File: src/hdl/pld_pkg.sv
// ----------------------------------------------------------------------------
// pld_pkg: shared types and constants of the pkt-line sideband demultiplexer
// Field widths, status codes, stream packing layout and register map.
// ----------------------------------------------------------------------------
package pld_pkg;

  localparam int unsigned DATA_W        = 8;
  localparam int unsigned STATUS_W      = 3;
  localparam int unsigned SHOWN_W       = 32;
  localparam int unsigned COUNT_BITS_DEF = 32;
  localparam int unsigned LEN_W         = 16;

  // Output stream: payload_byte, assembled_count, parse_status, zero fill.
  localparam int unsigned M_TDATA_W     = 48;
  localparam int unsigned M_USED_W      = DATA_W + SHOWN_W + STATUS_W;

  localparam int unsigned APB_ADDR_W    = 3;
  localparam int unsigned APB_DATA_W    = 32;
  localparam logic        REG_BAND_SELECT = 1'b0;
  localparam logic [DATA_W-1:0] BAND_SELECT_RESET = 8'd1;

  localparam logic [STATUS_W-1:0] ST_BUSY   = 3'd0;
  localparam logic [STATUS_W-1:0] ST_FLUSH  = 3'd1;
  localparam logic [STATUS_W-1:0] ST_CLEAN  = 3'd2;
  localparam logic [STATUS_W-1:0] ST_BADHEX = 3'd3;
  localparam logic [STATUS_W-1:0] ST_BADLEN = 3'd4;
  localparam logic [STATUS_W-1:0] ST_TRUNC  = 3'd5;

  typedef struct packed {
    logic [DATA_W-1:0] data_byte;
    logic              first_byte;
    logic              last_byte;
  } item_t;

  typedef struct packed {
    logic                payload_valid;
    logic [DATA_W-1:0]   payload_byte;
    logic [SHOWN_W-1:0]  assembled_count;
    logic [STATUS_W-1:0] parse_status;
  } result_t;

endpackage

File: src/hdl/pld_apb_regs.sv
// ----------------------------------------------------------------------------
// pld_apb_regs: configuration register file
// APB-style port holding the band_select register.
// ----------------------------------------------------------------------------
module pld_apb_regs (
  input  logic                              clk_i,
  input  logic                              rst_ni,
  input  logic                              psel,
  input  logic                              penable,
  input  logic                              pwrite,
  input  logic [pld_pkg::APB_ADDR_W-1:0]    paddr,
  input  logic [pld_pkg::APB_DATA_W-1:0]    pwdata,
  output logic [pld_pkg::APB_DATA_W-1:0]    prdata,
  output logic                              pready,
  output logic [pld_pkg::DATA_W-1:0]        band_select_o
);

  logic [pld_pkg::DATA_W-1:0] band_q;
  logic                       wr_en;

  assign pready = 1'b1;
  assign wr_en  = psel && penable && pwrite && (paddr[2] == pld_pkg::REG_BAND_SELECT);

  always_ff @(posedge clk_i or negedge rst_ni) begin
    if (!rst_ni) begin
      band_q <= pld_pkg::BAND_SELECT_RESET;
    end else if (wr_en) begin
      band_q <= pwdata[pld_pkg::DATA_W-1:0];
    end
  end

  always_comb begin
    unique case (paddr[2])
      pld_pkg::REG_BAND_SELECT: prdata = pld_pkg::APB_DATA_W'(band_q);
      default:                  prdata = '0;
    endcase
  end

  assign band_select_o = band_q;

endmodule

File: src/hdl/pld_parser.sv
// ----------------------------------------------------------------------------
// pld_parser: pkt-line phase machine
// Holds the parser state and works out the result of one byte in one pass.
// ----------------------------------------------------------------------------
module pld_parser #(
  parameter int unsigned COUNT_BITS = pld_pkg::COUNT_BITS_DEF
) (
  input  logic                       clk_i,
  input  logic                       rst_ni,
  input  logic [pld_pkg::DATA_W-1:0] band_select_i,
  input  logic                       step_i,
  input  pld_pkg::item_t             item_i,
  output pld_pkg::result_t           result_o
);

  typedef enum logic [2:0] {
    PH_DIGIT0, PH_DIGIT1, PH_DIGIT2, PH_DIGIT3, PH_BAND, PH_PAYLOAD, PH_STOP
  } phase_e;

  localparam logic [pld_pkg::DATA_W-1:0] CHAR_ZERO = 8'h30;
  localparam logic [pld_pkg::DATA_W-1:0] CHAR_NINE = 8'h39;
  localparam logic [pld_pkg::DATA_W-1:0] CHAR_A    = 8'h61;
  localparam logic [pld_pkg::DATA_W-1:0] CHAR_F    = 8'h66;
  localparam logic [pld_pkg::LEN_W-1:0]  LEN_HDR   = 16'd5;
  localparam logic [3:0]                 HEX_TEN   = 4'd10;

  phase_e                            phase_q, phase_d, phase_cur;
  logic [pld_pkg::LEN_W-1:0]         acc_q, acc_d, acc_cur;
  logic [pld_pkg::LEN_W-1:0]         rem_q, rem_d, rem_cur;
  logic                              match_q, match_d, match_cur;
  logic [COUNT_BITS-1:0]             total_q, total_d, total_cur;
  logic [pld_pkg::STATUS_W-1:0]      status_q, status_d, status_cur;
  logic                              hex_ok;
  logic [3:0]                        digit;
  logic                              valid;
  logic [63:0]                       total_ext;
  logic [pld_pkg::DATA_W-1:0]        b;

  assign b = item_i.data_byte;

  always_comb begin
    hex_ok = 1'b1;
    digit  = '0;
    if (b >= CHAR_ZERO && b <= CHAR_NINE) begin
      digit = 4'(b - CHAR_ZERO);
    end else if (b >= CHAR_A && b <= CHAR_F) begin
      digit = 4'(b - CHAR_A) + HEX_TEN;
    end else begin
      hex_ok = 1'b0;
    end
  end

  always_comb begin
    // A first byte restarts the message before the byte itself is parsed.
    if (item_i.first_byte) begin
      phase_cur  = PH_DIGIT0;
      acc_cur    = '0;
      rem_cur    = '0;
      match_cur  = 1'b0;
      total_cur  = '0;
      status_cur = pld_pkg::ST_BUSY;
    end else begin
      phase_cur  = phase_q;
      acc_cur    = acc_q;
      rem_cur    = rem_q;
      match_cur  = match_q;
      total_cur  = total_q;
      status_cur = status_q;
    end

    phase_d  = phase_cur;
    acc_d    = acc_cur;
    rem_d    = rem_cur;
    match_d  = match_cur;
    total_d  = total_cur;
    status_d = status_cur;
    valid    = 1'b0;

    if (phase_cur != PH_STOP) begin
      unique case (phase_cur)
        PH_DIGIT0, PH_DIGIT1, PH_DIGIT2, PH_DIGIT3: begin
          if (!hex_ok) begin
            status_d = pld_pkg::ST_BADHEX;
            phase_d  = PH_STOP;
          end else begin
            acc_d = {acc_cur[pld_pkg::LEN_W-5:0], digit};
            if (phase_cur == PH_DIGIT3) begin
              if (acc_d == '0) begin
                status_d = pld_pkg::ST_FLUSH;
                phase_d  = PH_STOP;
              end else if (acc_d < LEN_HDR) begin
                status_d = pld_pkg::ST_BADLEN;
                phase_d  = PH_STOP;
              end else begin
                rem_d   = acc_d - LEN_HDR;
                phase_d = PH_BAND;
              end
            end else begin
              phase_d = phase_e'(phase_cur + 3'd1);
            end
          end
        end
        PH_BAND: begin
          match_d = (b == band_select_i);
          acc_d   = '0;
          phase_d = (rem_cur != '0) ? PH_PAYLOAD : PH_DIGIT0;
        end
        default: begin
          if (match_cur) begin
            valid = 1'b1;
            if (total_cur != '1) begin
              total_d = total_cur + 1'b1;
            end
          end
          rem_d = rem_cur - 1'b1;
          if (rem_d == '0) begin
            acc_d   = '0;
            phase_d = PH_DIGIT0;
          end
        end
      endcase

      if (item_i.last_byte && status_d == pld_pkg::ST_BUSY) begin
        status_d = (phase_d == PH_DIGIT0) ? pld_pkg::ST_CLEAN : pld_pkg::ST_TRUNC;
        phase_d  = PH_STOP;
      end
    end
  end

  always_ff @(posedge clk_i or negedge rst_ni) begin
    if (!rst_ni) begin
      phase_q  <= PH_DIGIT0;
      acc_q    <= '0;
      rem_q    <= '0;
      match_q  <= 1'b0;
      total_q  <= '0;
      status_q <= pld_pkg::ST_BUSY;
    end else if (step_i) begin
      phase_q  <= phase_d;
      acc_q    <= acc_d;
      rem_q    <= rem_d;
      match_q  <= match_d;
      total_q  <= total_d;
      status_q <= status_d;
    end
  end

  // Counts wider than the output field are shown clamped at all ones.
  assign total_ext = 64'(total_d);

  assign result_o.payload_valid   = valid;
  assign result_o.payload_byte    = valid ? b : '0;
  assign result_o.assembled_count = (|total_ext[63:32]) ? '1 : total_ext[31:0];
  assign result_o.parse_status    = status_d;

endmodule

File: src/hdl/pkt_line_sideband_demux_unit.sv
// ----------------------------------------------------------------------------
// pkt_line_sideband_demux_unit: pkt-line sideband demultiplexer
// Parses a pkt-line byte stream and passes the payload of one band.
// ----------------------------------------------------------------------------
// The block takes one stream byte per clock cycle while the output is not
// stalled, and gives one result per byte: a byte lands in the input
// register, the parser stage works it out in a single pass against its
// phase state, and the result waits in the output register. The input side
// keeps accepting while a result is stalled on the output as long as the
// input register can move on. band_select must be written only while the
// stream is idle.
module pkt_line_sideband_demux_unit #(
  parameter int unsigned COUNT_BITS = pld_pkg::COUNT_BITS_DEF
) (
  input  logic                                clk_i,
  input  logic                                rst_ni,
  // s_axis_tdata: [7:0] data_byte
  input  logic [pld_pkg::DATA_W-1:0]          s_axis_tdata,
  // s_axis_tuser: [0] first_byte
  input  logic                                s_axis_tuser,
  input  logic                                s_axis_tlast,
  input  logic                                s_axis_tvalid,
  output logic                                s_axis_tready,
  // m_axis_tdata: [7:0] payload_byte, [39:8] assembled_count,
  // [42:40] parse_status, [47:43] zero
  output logic [pld_pkg::M_TDATA_W-1:0]       m_axis_tdata,
  // m_axis_tuser: [0] payload_valid
  output logic                                m_axis_tuser,
  output logic                                m_axis_tvalid,
  input  logic                                m_axis_tready,
  input  logic                                psel,
  input  logic                                penable,
  input  logic                                pwrite,
  input  logic [pld_pkg::APB_ADDR_W-1:0]      paddr,
  input  logic [pld_pkg::APB_DATA_W-1:0]      pwdata,
  output logic [pld_pkg::APB_DATA_W-1:0]      prdata,
  output logic                                pready
);

  logic                       in_vld_q;
  pld_pkg::item_t             in_q;
  logic                       out_vld_q;
  pld_pkg::result_t           out_q;
  pld_pkg::result_t           result;
  logic                       advance;
  logic [pld_pkg::DATA_W-1:0] band_select;

  pld_apb_regs u_regs (
    .clk_i         (clk_i),
    .rst_ni        (rst_ni),
    .psel          (psel),
    .penable       (penable),
    .pwrite        (pwrite),
    .paddr         (paddr),
    .pwdata        (pwdata),
    .prdata        (prdata),
    .pready        (pready),
    .band_select_o (band_select)
  );

  pld_parser #(
    .COUNT_BITS (COUNT_BITS)
  ) u_parser (
    .clk_i         (clk_i),
    .rst_ni        (rst_ni),
    .band_select_i (band_select),
    .step_i        (advance),
    .item_i        (in_q),
    .result_o      (result)
  );

  // The held byte is parsed in the cycle its result can enter the output register.
  assign advance       = in_vld_q && (!out_vld_q || m_axis_tready);
  assign s_axis_tready = !in_vld_q || advance;

  always_ff @(posedge clk_i or negedge rst_ni) begin
    if (!rst_ni) begin
      in_vld_q  <= 1'b0;
      out_vld_q <= 1'b0;
    end else begin
      if (s_axis_tready) begin
        in_vld_q <= s_axis_tvalid;
      end
      if (!out_vld_q || m_axis_tready) begin
        out_vld_q <= in_vld_q;
      end
    end
  end

  always_ff @(posedge clk_i) begin
    if (s_axis_tready && s_axis_tvalid) begin
      in_q.data_byte  <= s_axis_tdata;
      in_q.first_byte <= s_axis_tuser;
      in_q.last_byte  <= s_axis_tlast;
    end
    if (advance) begin
      out_q <= result;
    end
  end

  assign m_axis_tvalid = out_vld_q;
  assign m_axis_tuser  = out_q.payload_valid;
  assign m_axis_tdata  = {{(pld_pkg::M_TDATA_W - pld_pkg::M_USED_W){1'b0}},
                          out_q.parse_status, out_q.assembled_count, out_q.payload_byte};

endmodule

File: config.mk
export PLATFORM = sky130hd
export DESIGN_NAME = pkt_line_sideband_demux_unit
export DESIGN_NICKNAME = d
export VERILOG_FILES = /design/src/hdl/pld_pkg.sv /design/src/hdl/pld_apb_regs.sv /design/src/hdl/pld_parser.sv /design/src/hdl/pkt_line_sideband_demux_unit.sv
export SDC_FILE = /design/constraint.sdc
export NUM_CORES = 1
export LEC_CHECK = 0
export BUFFER_PORTS_ARGS = -buffer_cell sky130_fd_sc_hd__buf_2
export CAP_MARGIN = 20
export CORE_MARGIN = 5
export CORE_UTILIZATION = 57
export DETAILED_ROUTE_END_ITERATION = 6
export PLACE_DENSITY = 0.81
export SETUP_SLACK_MARGIN = 0.02
export SYNTH_ARGS = -nofsm -noshare
export SYNTH_HDL_FRONTEND = slang
export SYNTH_SLANG_ARGS = --single-unit
File: constraint.sdc
create_clock -name clk_i -period 6 [get_ports clk_i]
set_clock_uncertainty 0.1 [all_clocks]
set_input_delay 0 -clock clk_i [delete_from_list [all_inputs] [get_ports clk_i]]
set_output_delay 0 -clock clk_i [all_outputs]
set_load 0.03 [all_outputs]
Yosys cells after proc, flatten, opt, wreduce, memory -nomap -nowiden
Index checks and enable logic that the tools add are counted.
{"block": "op_classes", "n_lt_le_gt_ge": 5, "n_eq_ne": 7, "n_addsub": 7, "bitwise_logic": 1, "mux": 49, "n_reduce_logical": 20}
{"operator": "16-bit 2-to-1 mux", "count": 10}
{"operator": "32-bit 2-to-1 mux", "count": 5}
{"operator": "16-bit one-hot mux with 2 select lines", "count": 2}
{"operator": "3-bit 2-to-1 mux", "count": 19}
{"operator": "32-bit by 1-bit adder with 32-bit output (second input constant)", "count": 1}
{"operator": "16-bit zero test", "count": 2}
{"operator": "32-bit != test (second input constant)", "count": 1}
{"operator": "16-bit by 3-bit less-than comparator with 1-bit output (second input constant)", "count": 1}
{"operator": "16-bit nonzero test", "count": 1}
{"operator": "16-bit by 1-bit subtractor with 16-bit output (second input constant)", "count": 1}
{"operator": "16-bit by 3-bit subtractor with 16-bit output (second input constant)", "count": 1}
{"operator": "3-bit zero test", "count": 3}
{"operator": "8-bit == test", "count": 1}
{"operator": "8-bit by 6-bit >= comparator with 1-bit output (second input constant)", "count": 1}
{"operator": "8-bit by 7-bit >= comparator with 1-bit output (second input constant)", "count": 1}
{"operator": "8-bit by 6-bit <= comparator with 1-bit output (second input constant)", "count": 1}
{"operator": "8-bit by 7-bit <= comparator with 1-bit output (second input constant)", "count": 1}
{"operator": "1-bit logical AND", "count": 8}
{"operator": "1-bit 2-to-1 mux", "count": 8}
{"operator": "4-bit 2-to-1 mux", "count": 2}
{"operator": "8-bit 2-to-1 mux", "count": 1}
{"operator": "4-bit by 1-bit subtractor with 4-bit output (second input constant)", "count": 2}
{"operator": "3-bit by 2-bit == test with 1-bit output (second input constant)", "count": 2}
{"operator": "3-bit one-hot mux with 2 select lines", "count": 1}
{"operator": "other kinds (11)", "count": 13}
{"block": "word_totals", "out_inout_bits": 84, "elab_cells": 105, "regBits": 135}

Logic depth before layout (Yosys ltp)
Gate-level depths: netlist of run 1.
{"block": "logic_depth", "depth_word": 15, "ltp_mapped": 16, "ltp_nobuf": 13}

Modules after synthesis
A second synthesis of run 1 with hierarchy kept.
{"block": "hier_totals", "hier_cells": 883, "area_unflattened_um2": 8247.9}
{"mod": "pld_parser", "cells_per_inst": 763, "area_per_inst_um2": 5900.7, "n_inst": 1, "seq_area_each_um2": 1676.6}
{"mod": "pkt_line_sideband_demux_unit", "cells_per_inst": 68, "area_per_inst_um2": 1766.7, "n_inst": 1, "seq_area_each_um2": 1671.6}
{"mod": "pld_apb_regs", "cells_per_inst": 52, "area_per_inst_um2": 580.6, "n_inst": 1, "seq_area_each_um2": 201.4}

Worst setup path after synthesis of run 1
Ideal clock, no wire load.
{"block": "synth_timing", "kind": "register -> register", "from": "reg in_q[1] (netlist name)", "to": "reg out_q (netlist bit m_axis_tdata[39]) (data pin)", "slack_ps": 1720, "path_stages_with_launch": 16, "synth_period_minus_slack_ps": 4280, "arrival_time_ps": 3921, "path_cell_list": "edfxtp_1 -> buf_2 -> buf_1 -> clkinv_1 -> clkbuf_1 -> nand2_1 -> inv_1 -> ha_1 -> ha_1 -> or4b_2 -> a211oi_2 -> nand3_1 -> nor3_1 -> nand3_1 -> nor2_1 -> mux2_2"}
{"item": "start, declared", "line": "pkt_line_sideband_demux_unit.sv:41", "source": "pld_pkg::item_t in_q;"}
{"item": "end signal, assigned", "line": "pkt_line_sideband_demux_unit.sv:97", "source": "out_q <= result;"}
{"item": "end, declared", "line": "pkt_line_sideband_demux_unit.sv:43", "source": "pld_pkg::result_t out_q;"}

Final worst setup path of run 1
{"block": "layout_timing", "from": "reg u_parser.phase_q[2]", "to": "reg u_parser.total_q[30]"}
{"block": "layout_between", "elab_chain_cells": 5}
{"item": "start, declared", "line": "pld_parser.sv:27", "source": "phase_e phase_q, phase_d, phase_cur;"}
{"item": "start signal, assigned", "line": "pld_parser.sv:139", "source": "phase_q <= phase_d;"}
{"item": "3-bit 2-to-1 mux *", "line": "pld_parser.sv:55", "source": "if (item_i.first_byte) begin"}
{"item": "3-bit by 1-bit == test with 1-bit output, or another cell as far along", "line": "pld_parser.sv:80", "source": "unique case (phase_cur)"}
{"item": "5-bit OR reduction (no line)"}
{"item": "32-bit 2-to-1 mux", "line": "pld_parser.sv:80"}
{"item": "32-bit 2-to-1 mux *", "line": "pld_parser.sv:79", "source": "if (phase_cur != PH_STOP) begin"}
{"item": "end signal, assigned", "line": "pld_parser.sv:143", "source": "total_q <= total_d;"}
{"item": "end, declared", "line": "pld_parser.sv:31", "source": "logic [COUNT_BITS-1:0] total_q, total_d, total_cur;"}
Every way passes the cells marked *; elsewhere a longest branch is shown, timed or not.
A chain may end at the register's enable or synchronous reset.

==> summary.txt, run 1 <==
Run status
  – Outcome: finished with violations
  – Violated checks: DRC

Placed design
  – Dpl hpwl: roughly 13000 um
  – I/O Buffers: 79
  – Placed insts: around 1100
  – GPL Wtd Cong: about 0.96

Floorplanning
  – Die area: around 17000 um2
  – Initial Util: 58.0%
  – Chip width: between 100 and 150 um
  – Die H: between 100 and 150 um
  – Io pins: 136
  – Core box area: between 10000 and 15000 um2
  – Row count: 43

Routing
  – WL/cell: roughly 18 um
  – Iter 0 DRT Violations: 898
  – DRT Pass-1 Iters: 7
  – DR vias/cell: about 6
  – Vias: a little over 7000
  – Antenna-violating nets left: 0
  – DRC errors left: 3
  – WL final: slightly above 20000 um

Clock tree
  – Clk Latency, worst-skew pair: between 400 and 500 ps
  – Post-CTS Hold Fix Bufs: 22
  – Post_cts resized: 0
  – Sink Count: 131
  – CTS tree: done
  – Clock Tree Buf Depth: 2
  – CTS buffer count: 17
  – Setup bufs post-CTS: 0
  – H-tree levels: 4
  – CTS root buf: clkbuf_16
  – Clk slew on worst S/H paths: 60 ps

Timing
  – Tightest Pin Transition: around 1100 ps
  – Fmax: around 210 MHz
  – Rel. slew slack: around a quarter
  – RSZ-0062 raised after global routing: false
  – Fin. max-slew vios: 0
  – Crit path time final: about 4700 ps
  – Setup_tns: 0 ps
  – Final clock period utilization by the worst path: between 70% and 80%
  – Fin. Hold Viols: 0
  – Setup-failing EPs final: 0

Finish
  – Nets: between 1000 and 1500
  – Commonest non-fill, non-tap cell in the layout: nand2_1
  – Diodes inserted: 0
  – Share of cells above drive strength 1: around 15%
  – Finished Layout Cells: around 1200
  – Most frequent cells in the layout: nand2_1, nor2_1, buf_2
  – Area Overhead vs Synth: 15.4%
  – Core Util, Final: between 60% and 70%

Synth
  – Sequential fraction of the synthesis area: around 44%
  – Mapped Area: slightly above 8000 um2
  – Count of cell types in the netlist: 78
  – Synth async-reset ratio: around 59%
  – #FFs+latches synth: ~130
  – Number of synthesized flops with an enable pin: 54
  – Yosys warning count: 0
  – Primary FF master, synth: dfrtp_1
  – Mapped Cells: between 800 and 900
  – Syn Area/Cell: slightly above 9 um2

GRT
  – Total GRT Usage: between 20% and 30%
  – Vias in the first global route: 6613
  – Largest net degree at the start of global routing: just under 80
  – Grt total ovfl: 0
  – First-pass GRT wire length: 33300 um
  – Initial antenna violation count: 0

Power and ir drop
  – Max VDD drop: between 0.2 and 0.3 mV
  – P_leak: 3.89 nW
  – PwrDens: 346 nW/um2
  – Power, Total: about 3.2 mW

Worst setup path
  – CP Launch Type: register
  – CP endpoint kind: register
  – Data arrival time of the worst path: 4910 ps
  – Critical-path top delay cell: nor2b_1
  – CP cell instances: nor2b_1 -> inv_1 -> ha_1 -> or4b_2 -> a211oi_2 -> buf_4 -> nand3_1 -> a2111oi_2 -> nand4_1 -> a21oi_1 -> nand2b_1 -> o31ai_1
  – WP buf/inv: 2
  – Delay-heaviest family, CP: simple AND/OR/NAND/NOR gates
  – WP data required: slightly above 6000 ps
  – Largest fanout on the critical path: 14
  – Setup Crit Path Kind: reg2reg
  – Critical Path Max Stage Delay: between 700 and 800 ps
  – Reg-to-reg slack, setup: approximately 1300 ps

Run
  – Max-capacitance violation count: 0

Hold path
  – Hold Crit Class: in2reg
## path summary, 6_finish.rpt
kind	startpoint	cells after the start	end
hold / removal	pwrite	3	u_regs.band_select_o[5]$_DFFE_PN0P_
setup / recovery	u_parser.phase_q[2]$_DFFE_PN0P_	12	u_parser.total_q[30]$_DFFE_PN0P_
min in group asynchronous	rst_ni	3	u_parser.total_q[13]$_DFFE_PN0P_
max in group asynchronous	rst_ni	4	u_regs.band_select_o[0]$_DFFE_PN1P_
hold reg to reg	u_parser.phase_q[1]$_DFFE_PN0P_	2	u_parser.phase_q[1]$_DFFE_PN0P_
setup reg to reg	u_parser.phase_q[2]$_DFFE_PN0P_	12	u_parser.total_q[30]$_DFFE_PN0P_
## worst min-delay path: cells and delay by family
kind / cells / cell delay, ps
buffers and inverters: 1 / 100
AND/OR/NAND/NOR: 1 / 330
multiplexers: 1 / 220
## sequential cells by signal (all words and copies together), names as in the netlist
register              count
u_parser.total_q         32
u_parser.acc_q           12
in_vld_q                  1
m_axis_tdata             43
u_parser.match_q          1
u_regs.band_select_o      8
m_axis_tuser              1
u_parser.rem_q           16
u_parser.status_q         3
m_axis_tvalid             1
in_q                     10
u_parser.phase_q          3
## synth_stat cells, types with 17 or more instances
cell	number	share of area, %
nand2_1	100	4.7
nor3_1	28	1.7
edfxtp_1	54	20
nor4_1	17	1.3
xnor2_1	26	2.8
a21oi_1	37	2.3
inv_1	17	0.79
nor2b_1	32	2.5
dfrtp_1	76	24
nand3_1	22	1.4
nor2_1	87	4.1
buf_4	30	2.8
o21ai_0	48	3.0
clkbuf_1	44	2.1
## final cells by class
type | count | area [um2]
inverter | 18 | 67.6
fill | 1054 | 4600
clock inverter | 12 | 156
multi-input combinational | 676 | 4110
sequential | 131 | 3550
timing repair buffer | 113 | 728
clock buffer | 20 | 447
tap | 180 | 225
## stage by stage
stage                     setup slack, ps  hold slack, ps  cell area [um2]
after CTS                            1340             133             9250
after floorplan                      1720            -396             8150
final                                1260             171             9280
after global placement               1440            77.2             8420
after detailed placement             1380            78.1             8420
after global routing                  986             182             9280
## report_power, final
part           switching (mW)  total (mW)  internal, mW
Combinational           0.605       0.958         0.352
Clock                   0.385        1.05         0.665
Sequential              0.148        1.20          1.05
Total                    1.14        3.21          2.07
## layer usage
metal	GRT usage, %	up-vias	part of all wire, %
met3	5.27	44	7.7
met1	32.0	3363	40
met5	0	-	0
met4	6.79	0	1.6
met2	43.3	349	50
li1	-	3302	-
## logic make-up (layout without fill, tap and decap cells)
| logic type | Yosys count | after routing | share of synthesized area [%] |
|---|---|---|---|
| buf+inv | 100 | 163 | 6.13 |
| mux | 24 | 24 | 3.17 |
| simple gates | 378 | 378 | 24.0 |
| compound gates | 190 | 190 | 16.0 |
| fa+ha+maj | 13 | 13 | 2.02 |
| xor+xnor | 41 | 41 | 4.46 |
| other cells | 2 | 30 | 0.0933 |
| flops | 131 | 131 | 44.1 |
No activity file was read; power rests on OpenSTA's default activity.
==> inputs of run 2 (changes only) <==
clock period = 4.6 ns   (was 6 ns; I/O delays follow)
==> summary.txt, run 2 (synthesis results as in run 1) <==
Routing
  – WL final: 21000 um (+2.2%)
  – DRC errors left: 0 (-3)
  – Iter 0 DRT Violations: 998 (+11%)
  – Antenna-violating nets left: 0 (unchanged)
  – DR vias/cell: 6.18 (+0.65%)
  – Vias: 7147 (+1.3%)
  – DRT Pass-1 Iters: 6 (-1)
  – WL/cell: 18.1 um (+1.6%)

Worst setup path
  – Worst r2r path cells: 13 (+1)
  – Critical Path Max Stage Delay: 550 ps (-230 ps)
  – CP most frequent cell: ha_1
  – CP Depth: 13 (+1)
  – Setup Crit Path Kind: reg2reg
  – CP cell instances: inv_1 -> ha_1 -> nor3b_1 -> nand4b_1 -> nor2_1 -> a21oi_1 -> ha_1 -> a221oi_1 -> o311a_1 -> a211o_1 -> and4_1 -> nand3b_2 -> o21ai_0
  – CP Launch Type: register
  – Delay-heaviest family, CP: compound AO/OA/AOI/OAI gates
  – WP data required: 4730 ps (-1440 ps)
  – Data arrival time of the worst path: 4370 ps (-540 ps)
  – Largest fanout on the critical path: 8 (-6)
  – Critical-path top delay cell: edfxtp_1
  – CP endpoint kind: register
  – WP buf/inv: 1 (-1)

Placed design
  – Placed insts: 1101 (+0.64%)
  – Post-place setup slack: 540 ps (-841 ps)
  – Dpl hpwl: 13400 um (-0.38%)
  – GPL Wtd Cong: 0.970 (+1.1%)
  – I/O Buffers: 79 (unchanged)

Floorplanning
  – Die area: 16600 um2 (unchanged)
  – Io pins: 136 (unchanged)
  – Chip width: 129 um (unchanged)
  – Row count: 43 (unchanged)
  – Die H: 129 um (unchanged)
  – Core box area: 13900 um2 (unchanged)
  – Initial Util: 58.0% (unchanged)

GRT
  – Grt total ovfl: 0 (unchanged)
  – Vias in the first global route: 6669 (+0.85%)
  – GRT Max-Usage Layer: met2
  – GRT met1 Usage: 35.4% (+3.4 points)
  – M2 GR Usage: 41.6% (-1.7 points)
  – Initial antenna violation count: 0 (unchanged)
  – Total GRT Usage: 25.9% (+0.82 points)
  – Largest net degree at the start of global routing: 78 (unchanged)
  – M3 GR Usage: 4.73% (-0.54 points)
  – First-pass GRT wire length: 34400 um (+3.4%)

Finish
  – Nets: 1029 (+0.68%)
  – Commonest non-fill, non-tap cell in the layout: nand2_1
  – Max reg flops: 43 (unchanged)
  – Share of cells above drive strength 1: 16.1% (+0.81 points)
  – Area Overhead vs Synth: 17.3%
  – Finished Layout Cells: 1157 (+0.61%)
  – Diodes inserted: 0 (unchanged)
  – Core Util, Final: 68.0% (+1.1 points)
  – Most frequent cells in the layout: nand2_1, nor2_1, buf_2

Power and ir drop
  – Max VDD drop: 0.303 mV (+12%)
  – P_leak: 3.96 nW (+2.0%)
  – PwrDens: 474 nW/um2 (+37%)

Clock tree
  – CTS buffer count: 17 (unchanged)
  – Clk Latency, worst-skew pair: 420 ps (about the same)
  – H-tree levels: 4 (unchanged)
  – Clk slew on worst S/H paths: 60 ps (about the same)
  – Sink Count: 131 (unchanged)
  – Setup bufs post-CTS: 0 (unchanged)
  – CTS root buf: clkbuf_16
  – CTS tree: done
  – Clock Tree Buf Depth: 2 (unchanged)

Timing
  – WHS: 162 ps (-8.83 ps)
  – Setup_tns: 0 ps (unchanged)
  – Slack of the critical path: 362 ps (-901 ps)
  – Rel. slew slack: 30.8% (+4.2 points)
  – Crit path time final: 4240 ps (-499 ps)
  – Tightest Pin Transition: 1030 ps (-62.4 ps)
  – Fmax: 236 MHz (+12%)
  – Fin. max-slew vios: 0 (unchanged)
  – Final clock period utilization by the worst path: 92.1% (+13 points)
  – RSZ-0062 raised after global routing: false
  – Setup-failing EPs final: 0 (unchanged)
  – Fin. Hold Viols: 0 (unchanged)

Run
  – Max-capacitance violation count: 0 (unchanged)

Run status
  – Outcome: complete, no violations

Hold path
  – Hold depth: 3 (unchanged)
  – Hold Crit Class: in2reg
run 2: cell count changes in the layout (fill, tap and decap cells not counted):
cell	change
buf_2	-1
buf_4	+8
bufinv_16	+4
clkbuf_1	-2
clkbuf_8	-1
clkinv_2	-2
clkinv_4	-1
inv_6	+2
run 2: power by group:
group / switching, mW / internal, mW / total, mW / leakage [nW]
combinational: 0.811 / 0.485 / 1.30 / 2.08
clock: 0.534 / 1.08 / 1.61 / 0.338
sequential: 0.189 / 1.37 / 1.56 / 1.55
run 2: worst min-delay path, cell delays in order:
cell      delay (ps)
buf_2            100
nand4b_1         330
mux2_2           230
run 2: cell type report:
cell class                      instances  area [um2]
Clock buffer                           17         425
Sequential cell                       131        3550
Fill cell                            1038        4440
Inverter                               18        67.6
Tap cell                              180         225
Clock inverter                         15         275
Timing Repair Buffer                  120         783
Multi-Input combinational cell        676        4110
run 2: worst paths after layout:
check,startpoint,endpoint,slack (ps)
setup reg to reg,in_q[3]$_DFFE_PP_,m_axis_tdata[42]$_DFFE_PP_,360
setup / recovery,in_q[3]$_DFFE_PP_,m_axis_tdata[42]$_DFFE_PP_,360
max in group asynchronous,rst_ni,u_regs.band_select_o[0]$_DFFE_PN1P_,3430
hold reg to reg,u_parser.phase_q[1]$_DFFE_PN0P_,u_parser.phase_q[1]$_DFFE_PN0P_,390
hold / removal,pwrite,u_regs.band_select_o[6]$_DFFE_PN0P_,160
min in group asynchronous,rst_ni,u_parser.total_q[11]$_DFFE_PN0P_,370
run 2: timing repair:
action,in CTS,in global routing
hold endpoints to repair,96,5
hold buffers,22,1
endpoints found under the setup margin,0,0
resized for setup,0,0
run 2: layer usage:
metal | part of all wire [%] | vias to the layer above | routed length (um)
met4 | 2.8 | 0 | 580
met2 | 49 | 365 | 10200
met5 | 0 | - | 0
met1 | 41 | 3408 | 8550
li1 | - | 3307 | -
met3 | 7.6 | 67 | 1590
run 2: through the flow:
step	total power, mW	area, um2
detailed placement	2.80	8480
finish	4.47	9440
CTS	4.44	9400
global route	4.69	9440
global placement	2.78	8480
floorplan	2.49	8150
==> inputs of run 3 (changes only) <==
ABC_AREA = 1   (was unset)
CORE_UTILIZATION = 52   (was 57)
PLACE_DENSITY = 0.79   (was 0.81)
clock period = 3.65 ns   (was 4.6 ns; I/O delays follow)
==> summary.txt, run 3 <==
Synth
  – Sequential fraction of the synthesis area: 40.6% (-3.5 points)
  – Post-synthesis compound-gate area fraction: 12.9% (-3.0 points)
  – Xor/xnor cell area share of the yosys netlist: 4.39% (-0.069 points)
  – Primary FF master, synth: dfrtp_1
  – Mapped Area: 8740 um2 (+8.6%)
  – Synth top cells by count: nand2_1, nor2_1, inv_1
  – Number of synthesized flops with an enable pin: 54 (unchanged)
  – Mux share of post-synthesis cell area: 0% (-3.2 points)
  – Count of cell types in the netlist: 46 (-41%)
  – Top cell type's share of synthesized area: 21.8% (-1.9 points)
  – Top cells by area, synth: dfrtp_1, edfxtp_1, nand2_1
  – Most area-hungry cell type in the Yosys netlist: dfrtp_1
  – Synth Area in Adders: 1.86% (-0.16 points)
  – Synth async-reset ratio: 58.8% (unchanged)
  – Yosys warning count: 0 (unchanged)
  – Mapped Cells: 1210 (+38%)
  – #FFs+latches synth: 131 (unchanged)
  – Most frequent cell after synthesis: nand2_1
  – Simple-Gate Fraction of Synth Area: 28.2% (+4.2 points)
  – Main combinational cell family by area after synthesis: simple AND/OR/NAND/NOR gates
  – Syn Area/Cell: 7.22 um2 (-21%)

Power and ir drop
  – P_leak: 4.72 nW (+19%)
  – Max VDD drop: 0.420 mV (+39%)
  – Power, Total: 5.82 mW (+30%)
  – PwrDens: 575 nW/um2 (+21%)

Timing
  – Fmax: 297 MHz (+26%)
  – Slack of the critical path: 281 ps (-81.0 ps)
  – Crit path time final: 3370 ps (-869 ps)
  – Fin. Hold Viols: 0 (unchanged)
  – RSZ-0062 raised after global routing: true
  – Rel. slew slack: 52.0% (+21 points)
  – Fin. max-slew vios: 0 (unchanged)
  – WHS: 74.6 ps (-87.4 ps)
  – Setup-failing EPs final: 0 (unchanged)
  – Final clock period utilization by the worst path: 92.3% (+0.17 points)
  – Tightest Pin Transition: 720 ps (-315 ps)

Placed design
  – Dpl hpwl: 16400 um (+22%)
  – I/O Buffers: 79 (unchanged)
  – Placed inst area: 9280 um2 (+9.5%)
  – Placed insts: 1488 (+35%)
  – GPL Wtd Cong: 0.959 (-1.2%)
  – Post-place setup slack: 302 ps (-237 ps)

Clock tree
  – Sink Count: 131 (unchanged)
  – Clock Tree Buf Depth: 2 (unchanged)
  – CTS root buf: clkbuf_16
  – CTS buffer count: 17 (unchanged)
  – CTS tree: done
  – Clk slew on worst S/H paths: 60 ps (about the same)
  – Clk Latency, worst-skew pair: 430 ps (about the same)
  – H-tree levels: 4 (unchanged)

Floorplanning
  – Initial Util: 52.9% (-5.1 points)
  – Row count: 47 (+9.3%)
  – Chip width: 140 um (+8.4%)
  – Die H: 140 um (+8.4%)
  – Io pins: 136 (unchanged)
  – Die area: 19500 um2 (+18%)
  – Core box area: 16500 um2 (+19%)

Routing
  – Antenna-violating nets left: 0 (unchanged)
  – Vias: 8249 (+15%)
  – Iter 0 DRT Violations: 721 (-28%)
  – WL final: 22900 um (+9.1%)
  – DRC errors left: 0 (unchanged)
  – DRT Pass-1 Iters: 6 (unchanged)
  – WL/cell: 14.8 um (-18%)
  – DR vias/cell: 5.35 (-13%)

Finish
  – Area occupied by registers: 3550 um2 (unchanged)
  – Finished Layout Cells: 1543 (+33%)
  – Share of cells above drive strength 1: 12.7% (-3.4 points)
  – Most frequent cells in the layout: nand2_1, nor2_1, inv_1
  – Diodes inserted: 0 (unchanged)
  – Area Overhead vs Synth: 15.6%
  – Max reg flops: 43 (unchanged)
  – Final non-filler cell area: 10100 um2 (+7.1%)
  – Multi-input logic area: 4250 um2 (+3.5%)
  – Nets: 1375 (+34%)
  – Commonest non-fill, non-tap cell in the layout: nand2_1
  – Fillers: 1478 (+42%)

Worst setup path
  – CP cell instances: inv_2 -> nand2_2 -> inv_1 -> ha_1 -> nand2_1 -> nor2_1 -> nand2_1 -> nor2_1 -> nand3_1 -> nor2_1 -> nand2_1 -> nor2_1 -> nand2_1 -> nand2_2 -> nor2_2 -> nand2_1 -> xor2_1 -> inv_1
  – Largest fanout on the critical path: 17 (+9)
  – Critical-path top delay cell: edfxtp_1
  – WP data required: 3720 ps (-1010 ps)
  – Critical Path Max Stage Delay: 510 ps (-40 ps)
  – Setup Crit Path Kind: reg2reg
  – WP buf/inv: 3 (+2)
  – CP endpoint kind: register
  – CP Launch Type: register
  – Delay-heaviest family, CP: simple AND/OR/NAND/NOR gates
  – CP most frequent cell: nand2_1
  – Data arrival time of the worst path: 3440 ps (-930 ps)

GRT
  – GRT met1 Usage: 30.6% (-4.8 points)
  – Initial antenna violation count: 0 (unchanged)
  – Total GRT Usage: 23.5% (-2.4 points)
  – First-pass GRT wire length: 37400 um (+8.7%)
  – GRT Max-Usage Layer: met2
  – Grt total ovfl: 0 (unchanged)
  – M3 GR Usage: 5.01% (+0.28 points)
  – Vias in the first global route: 7598 (+14%)
  – Largest net degree at the start of global routing: 54 (-31%)
  – M2 GR Usage: 38.7% (-2.9 points)

Run
  – Max-capacitance violation count: 0 (unchanged)

Hold path
  – Hold Crit Class: in2async

Run status
  – Outcome: complete, no violations
run 3: final timing paths:
check,cells after the start,slack (ps),to,startpoint
setup / recovery,18,280,m_axis_tdata[35]$_DFFE_PP_,in_q[1]$_DFFE_PP_
max in group asynchronous,3,2510,u_parser.match_q$_DFFE_PN0P_,rst_ni
setup reg to reg,18,280,m_axis_tdata[35]$_DFFE_PP_,in_q[1]$_DFFE_PP_
hold / removal,2,70,u_parser.rem_q[14]$_DFFE_PN0P_,rst_ni
min in group clk_i,3,80,u_regs.band_select_o[0]$_DFFE_PN1P_,pwrite
hold reg to reg,2,380,u_parser.total_q[3]$_DFFE_PN0P_,u_parser.total_q[3]$_DFFE_PN0P_
run 3: kinds of logic (layout without fill, tap and decap cells):
group / count (synthesis) / after routing
buffers and inverters: 238 / 323
flip-flops: 131 / 131
AND/OR/NAND/NOR: 578 / 578
other: 2 / 30
AO/OA/AOI/OAI: 205 / 205
adder cells (fa/ha/maj): 13 / 13
XOR/XNOR: 43 / 43
run 3: final cells by class:
type / instances / area share [%]
timing repair buffer: 121 / 7.87
clock inverter: 15 / 1.67
sequential: 131 / 35.1
multi-input combinational: 869 / 42.1
inverter: 170 / 6.33
clock buffer: 17 / 4.21
tap: 220 / 2.72
run 3: per-layer routing:
layer  wire [um]  share of wire [%]  up-vias
li1            -                  -     4061
met1        9720                 43     3841
met2       11000                 48      301
met3        1640                7.2       46
met4         519                2.3        0
met5           0                  0        -
run 3: power by group:
| part | switching, mW | internal (mW) | total, mW |
|---|---|---|---|
| logic | 1.48 | 0.614 | 2.09 |
| registers | 0.165 | 1.82 | 1.98 |
| clock network | 0.722 | 1.02 | 1.74 |
run 3: timing repair:
| action | 4_1_cts | 5_1_grt |
|---|---|---|
| endpoints found under the hold margin | 70 | 0 |
| buffers inserted | 0 | 0 |
| hold buffers | 23 | 0 |
| endpoints found under the setup margin | 0 | 21 |
| resized for setup | 0 | 1 |
run 3: per-stage QoR:
stage	TNS [ps]	util, %
global placement	0	56.2
finish	0	61.2
CTS	0	61.2
global route	-54.1	61.2
floorplan	0	-
detailed placement	0	56.2
